$ cat config.mk
export PLATFORM = sky130hd
export DESIGN_NAME = rle_exec
export DESIGN_NICKNAME = d
export VERILOG_FILES = /design/src/sv/rle_pkg.sv /design/src/sv/rle_exec.sv
export SDC_FILE = /design/constraint.sdc
export NUM_CORES = 2
export LEC_CHECK = 0
export BUFFER_PORTS_ARGS = -buffer_cell sky130_fd_sc_hd__buf_2
export CAP_MARGIN = 10
export CORE_UTILIZATION = 35
export DETAILED_ROUTE_END_ITERATION = 16
export PLACE_DENSITY = 0.49
export SLEW_MARGIN = 20
export SYNTH_ARGS = -nofsm -noshare
export SYNTH_HDL_FRONTEND = slang
export SYNTH_SLANG_ARGS = --single-unit
$ cat constraint.sdc
create_clock -name vclk -period 30
set_clock_uncertainty 0.05 [all_clocks]
set_input_delay 6 -clock vclk [all_inputs]
set_output_delay 6 -clock vclk [all_outputs]
set_load 0.02 [all_outputs]
$ cat src/sv/rle_pkg.sv
// Shared constants, opcode codes, field helpers and inter-module structs of the
// small integer execute core. Depends on nothing; every other file imports it.
package rle_pkg;

    localparam int DATA_WORDS     = 1024;
    localparam int PROGRAM_WORDS  = 1024;
    localparam int REGISTER_COUNT = 32;

    localparam int WORD_W     = 32;
    localparam int DATA_AW    = $clog2(DATA_WORDS);
    localparam int PC_W       = $clog2(PROGRAM_WORDS);
    localparam int REG_AW     = $clog2(REGISTER_COUNT);
    localparam int NEXT_PC_W  = 10;
    localparam int PRELOAD_AW = 10;

    localparam logic KIND_PRELOAD = 1'b0;
    localparam logic KIND_EXEC    = 1'b1;

    typedef enum logic [5:0] {
        OP_ADD  = 6'd0,
        OP_ADDI = 6'd1,
        OP_SUB  = 6'd2,
        OP_SUBI = 6'd3,
        OP_MUL  = 6'd4,
        OP_MULI = 6'd5,
        OP_OR   = 6'd6,
        OP_ORI  = 6'd7,
        OP_AND  = 6'd8,
        OP_ANDI = 6'd9,
        OP_XOR  = 6'd10,
        OP_XORI = 6'd11,
        OP_LDW  = 6'd12,
        OP_STW  = 6'd13,
        OP_BZ   = 6'd14,
        OP_BEQ  = 6'd15,
        OP_JR   = 6'd16,
        OP_HALT = 6'd17
    } instr_op_t;

    typedef struct packed {
        logic [PC_W-1:0]   next_pc;
        logic              halted;
        logic              taken;
        logic              written;
        logic [REG_AW-1:0] dest;
        logic [WORD_W-1:0] value;
        logic              store_done;
        logic              is_load;
    } exec_result_t;

    typedef struct packed {
        logic               wr_en;
        logic               rd_en;
        logic [DATA_AW-1:0] addr;
        logic [WORD_W-1:0]  wr_data;
    } dmem_req_t;

    function automatic logic [REG_AW-1:0] get_rs(input logic [WORD_W-1:0] word);
        return word[25:21];
    endfunction

    function automatic logic [REG_AW-1:0] get_rt(input logic [WORD_W-1:0] word);
        return word[20:16];
    endfunction

    function automatic logic [REG_AW-1:0] get_rd(input logic [WORD_W-1:0] word);
        return word[15:11];
    endfunction

endpackage

$ cat src/sv/rle_exec.sv
// Execute logic: decodes one instruction or preload transfer and produces its
// result, next program counter and data memory request. Depends on rle_pkg.
module rle_exec (
    input  logic                            kind,
    input  logic [rle_pkg::WORD_W-1:0]      instr,
    input  logic [rle_pkg::PC_W-1:0]        pc,
    input  logic [rle_pkg::PRELOAD_AW-1:0]  preload_address,
    input  logic [rle_pkg::WORD_W-1:0]      preload_value,
    input  logic [rle_pkg::WORD_W-1:0]      op_a,
    input  logic [rle_pkg::WORD_W-1:0]      op_b,
    output rle_pkg::exec_result_t           res,
    output rle_pkg::dmem_req_t              mem_req
);
    import rle_pkg::*;

    instr_op_t         op;
    logic [WORD_W-1:0] simm;
    logic [WORD_W-1:0] alu_b;
    logic [WORD_W-1:0] alu_r;
    logic [WORD_W-1:0] byte_addr;
    logic [PC_W-1:0]   seq_pc;
    logic [PC_W-1:0]   branch_pc;

    assign op        = instr_op_t'(instr[31:26]);
    assign simm      = {{(WORD_W - 16){instr[15]}}, instr[15:0]};
    // Odd ALU opcodes take the immediate as the second operand.
    assign alu_b     = instr[26] ? simm : op_b;
    assign byte_addr = op_a + simm;
    assign seq_pc    = pc + 1'b1;
    assign branch_pc = pc + simm[PC_W-1:0];

    always_comb
    begin
        case (op) inside
            OP_ADD, OP_ADDI: alu_r = op_a + alu_b;
            OP_SUB, OP_SUBI: alu_r = op_a - alu_b;
            OP_MUL, OP_MULI: alu_r = op_a * alu_b;
            OP_OR,  OP_ORI:  alu_r = op_a | alu_b;
            OP_AND, OP_ANDI: alu_r = op_a & alu_b;
            OP_XOR, OP_XORI: alu_r = op_a ^ alu_b;
            default:         alu_r = '0;
        endcase
    end

    always_comb
    begin
        res             = '0;
        res.next_pc     = seq_pc;
        mem_req         = '0;
        mem_req.addr    = byte_addr[DATA_AW+1:2];
        mem_req.wr_data = op_b;

        if (kind == KIND_PRELOAD)
        begin
            res.next_pc     = pc;
            mem_req.wr_en   = 1'b1;
            mem_req.addr    = DATA_AW'(preload_address);
            mem_req.wr_data = preload_value;
        end
        else
        begin
            unique case (op) inside
                OP_ADD, OP_SUB, OP_MUL, OP_OR, OP_AND, OP_XOR:
                begin
                    res.written = 1'b1;
                    res.dest    = get_rd(instr);
                    res.value   = alu_r;
                end
                OP_ADDI, OP_SUBI, OP_MULI, OP_ORI, OP_ANDI, OP_XORI:
                begin
                    res.written = 1'b1;
                    res.dest    = get_rt(instr);
                    res.value   = alu_r;
                end
                OP_LDW:
                begin
                    res.written   = 1'b1;
                    res.dest      = get_rt(instr);
                    res.is_load   = 1'b1;
                    mem_req.rd_en = 1'b1;
                end
                OP_STW:
                begin
                    res.value      = op_b;
                    res.store_done = 1'b1;
                    mem_req.wr_en  = 1'b1;
                end
                OP_BZ:
                begin
                    if (op_a == '0)
                    begin
                        res.next_pc = branch_pc;
                        res.taken   = 1'b1;
                    end
                end
                OP_BEQ:
                begin
                    if (op_a == op_b)
                    begin
                        res.next_pc = branch_pc;
                        res.taken   = 1'b1;
                    end
                end
                OP_JR:
                begin
                    res.next_pc = op_a[PC_W+1:2];
                    res.taken   = 1'b1;
                end
                OP_HALT:
                begin
                    res.next_pc = pc;
                    res.halted  = 1'b1;
                end
                default:
                begin
                    // Undefined opcodes only advance the program counter.
                    res.next_pc = seq_pc;
                end
            endcase
        end
    end

endmodule
==> key figures <==
Floorplanning
  • Initial Utilization: 0.354
  • Number of placement rows: 92
  • Die extent in x: 255 um
  • Die outline area: 64800 um^2
  • Core ar.: 63100 um^2
  • Number of top-level pins: 245
  • Height of the die: 255 um

Route
  • Via density: 5.55
  • Total routed wirelength: 102000 um
  • DRC Markers: 0
  • Average wire per cell in the routed design: 26.7 um
  • Post-detailed-route count of antenna-violating nets: 0
  • Via count: 21200
  • Number of design-rule violations left by the first detailed-router iteration: 2221
  • First-pass detailed-route iteration total: 6

Setup path
  • Most prevalent standard cell on the critical path: fa_1
  • CP Max Fanout: 35
  • Critical Path Source Type: input pin
  • CP required: 23950 ps
  • Max incr delay on CP: 610 ps
  • Endpoint arrival time on the critical path: 15600 ps
  • Standard cell with the maximum stage delay on the critical path: clkinv_1
  • CP Class: in -> out
  • Category of the worst setup path capture point: primary output

Logic synthesis
  • Nets in the synthesized netlist: 3636
  • Synthesized-area fraction occupied by ao, oa, aoi and oai cells: 0.139
  • Post-synthesis average cell area: 7.87 um^2
  • Fraction of synthesized area in multiplexers: 0.0368
  • Synth Area in Adders: 0.502
  • Yosys warning count: 0
  • Xor/xnor share of the synthesized area: 0.0651
  • Summed instance area of the synthesized netlist: 22300 um^2
  • Library cells used by synthesis: 71
  • Combinational family with the most area after synthesis: adder cells
  • Gate count after technology mapping: 2838
  • Part of the Yosys area used for sequential elements: 0
  • Post-synthesis share of cell area spent on and, or, nand and nor gates: 0.148

STA
  • Post-layout minimum cycle time: 21650 ps
  • Final total negative setup slack: 0 ps
  • Actual slew at the worst max-slew pin: 1060 ps
  • Number of failing hold endpoints at the final stage: 0
  • Highest clock frequency the design can meet: 0.0462 GHz
  • RSZ-0062 raised after global routing: false
  • Final cycle utilization of the critical path: 0.722
  • Finish-stage setup viols: 0
  • Rel. slew slack: 0.294
  • Final slew viol count: 0

Hold path
  • WHS Endpoint: mem_req[29]
  • Number of instances on the worst hold path: 3
  • Hold Path Class: in -> out
  • Worst hold path startpoint: preload_value[29]

Global routing
  • Overflow after GRT: 0
  • Wire length of the first global-routing pass: 149000 um
  • Antenna violations before repair: 2
  • Overall track demand over capacity in global routing: 0.318
  • Vias in the first global route: 21900
  • Pin count of the biggest net entering global routing: 56

Clocking
  • Post-CTS resize count: 0
  • Number of buffers inserted for hold repair after clock tree synthesis: 0
  • Buffer count from post-CTS setup fixing: 0

Layout
  • Net total in the final layout: 3776
  • Total inserted antenna cells: 0
  • Register area: 0 um^2
  • Final non-filler cell area: 24400 um^2
  • Number of sequential storage elements: 0
  • Number of clock buffers in the layout: 0
  • Area growth from synthesis to layout: 9.38%
  • Share of layout cells above drive strength 1: 0.125

Placement
  • GPL Wtd Cong: 0.967
  • Number of buffers added on ports: 240
  • Cell area after placement: 24400 um^2
  • Hpwl dp: 79100 um

Status
  • Status: finished, final reports clean

Run
  • Max Cap Viol: 0
Yosys cell counts (8+ instances only):
master / number / share of area
nand2b_1: 14 / 0.0039
nor3_1: 19 / 0.0043
o21bai_1: 15 / 0.0050
nor4_1: 15 / 0.0042
o31ai_1: 11 / 0.0037
nand2_1: 314 / 0.053
mux2i_1: 27 / 0.012
xnor2_1: 140 / 0.055
a21o_1: 24 / 0.0081
o21a_1: 9 / 0.0030
o221ai_1: 13 / 0.0051
and3_1: 11 / 0.0031
a21oi_1: 165 / 0.037
a221oi_1: 14 / 0.0055
o21ai_0: 122 / 0.027
a22o_1: 12 / 0.0047
clkinv_1: 17 / 0.0029
xor2_1: 26 / 0.010
nand3_1: 11 / 0.0025
a211oi_1: 15 / 0.0050
clkbuf_1: 124 / 0.021
buf_1: 17 / 0.0029
fa_1: 411 / 0.37
ha_1: 238 / 0.13
o211ai_1: 20 / 0.0067
a21oi_2: 8 / 0.0031
a31oi_1: 11 / 0.0031
nor2_1: 380 / 0.064
inv_1: 473 / 0.079
nand4_1: 15 / 0.0042
mux2_2: 49 / 0.025
placed cells by master (no fill, tap or decap), types with 7 or more instances in the layout:
master	Yosys	layout
a21oi_1	165	165
mux2i_2	0	8
nand2b_1	14	14
and3_1	11	11
a31oi_1	11	11
mux2i_1	27	18
a21oi_2	8	8
o221ai_1	13	13
o211ai_1	20	20
or3_1	7	7
xnor2_1	140	140
a22o_1	12	12
nand2_1	314	314
xor2_1	26	26
nor2_1	380	378
nand3_1	11	11
ha_1	238	238
o21bai_1	15	15
o31ai_1	11	11
a221oi_1	14	14
clkinv_1	17	18
nor3_1	19	19
nand4_1	15	15
o21ai_0	122	122
buf_4	3	46
fa_1	411	411
inv_1	473	471
o21a_1	9	9
nor4_1	15	14
a211oi_1	15	15
a21o_1	24	24
buf_2	2	239
mux2_2	49	49
final cells by class:
class / instances / area [um^2]
well taps: 846 / 1060
fillers: 6762 / 38600
repair buffers: 285 / 1540
inverters: 495 / 1860
multi-input cells: 2196 / 20000
through the flow:
step           worst slack (ps)  std cells  hold WS (ps)   util
6_report                   8350       3822         12290  0.387
4_1_cts                    8470       3822         12290  0.387
5_1_grt                    8190       3822         12300  0.387
2_1_floorplan             10280       2838         12120      -
3_3_place_gp               8540       3822         12290  0.387
3_5_place_dp               8490       3822         12290  0.387
kinds of logic after synthesis:
family                     after synthesis
adders and majority gates              649
AOI/OAI and AO/OA                      495
and+or+nand+nor                        810
buffers and inverters                  642
xor gates and xnor gates               166
muxes                                   76
worst max path at each step:
| stage | from | end | slack [ps] | depth (start not counted) |
|---|---|---|---|---|
| finish | instr[26] | res[31] | 8350 | 30 |
| global route | instr[26] | res[31] | 8190 | 30 |
| CTS | instr[26] | res[31] | 8470 | 30 |
| detailed placement | instr[26] | res[31] | 8490 | 30 |
| global placement | instr[26] | res[31] | 8540 | 30 |
| floorplan | instr[26] | res[33] | 10280 | 29 |
worst max-delay path, delay by kind of cell:
family | cells | cell delay, ps
fa+ha+maj | 10 | 4270
compound gates | 7 | 2230
buf+inv | 9 | 1920
simple gates | 2 | 550
xor+xnor | 1 | 300
mux | 1 | 270
metal layers:
layer  track usage  vias to the layer above  share of wire
li1              -                     9258              -
met1         0.441                    10800           0.43
met2         0.515                     1021           0.45
met3        0.0414                      164          0.077
met4        0.0948                        2          0.040
met5             0                        -        0.00013
Power is left out: the tool's default activity adds up to more than one toggle a clock period on the data nets, which glitch-free logic cannot reach.
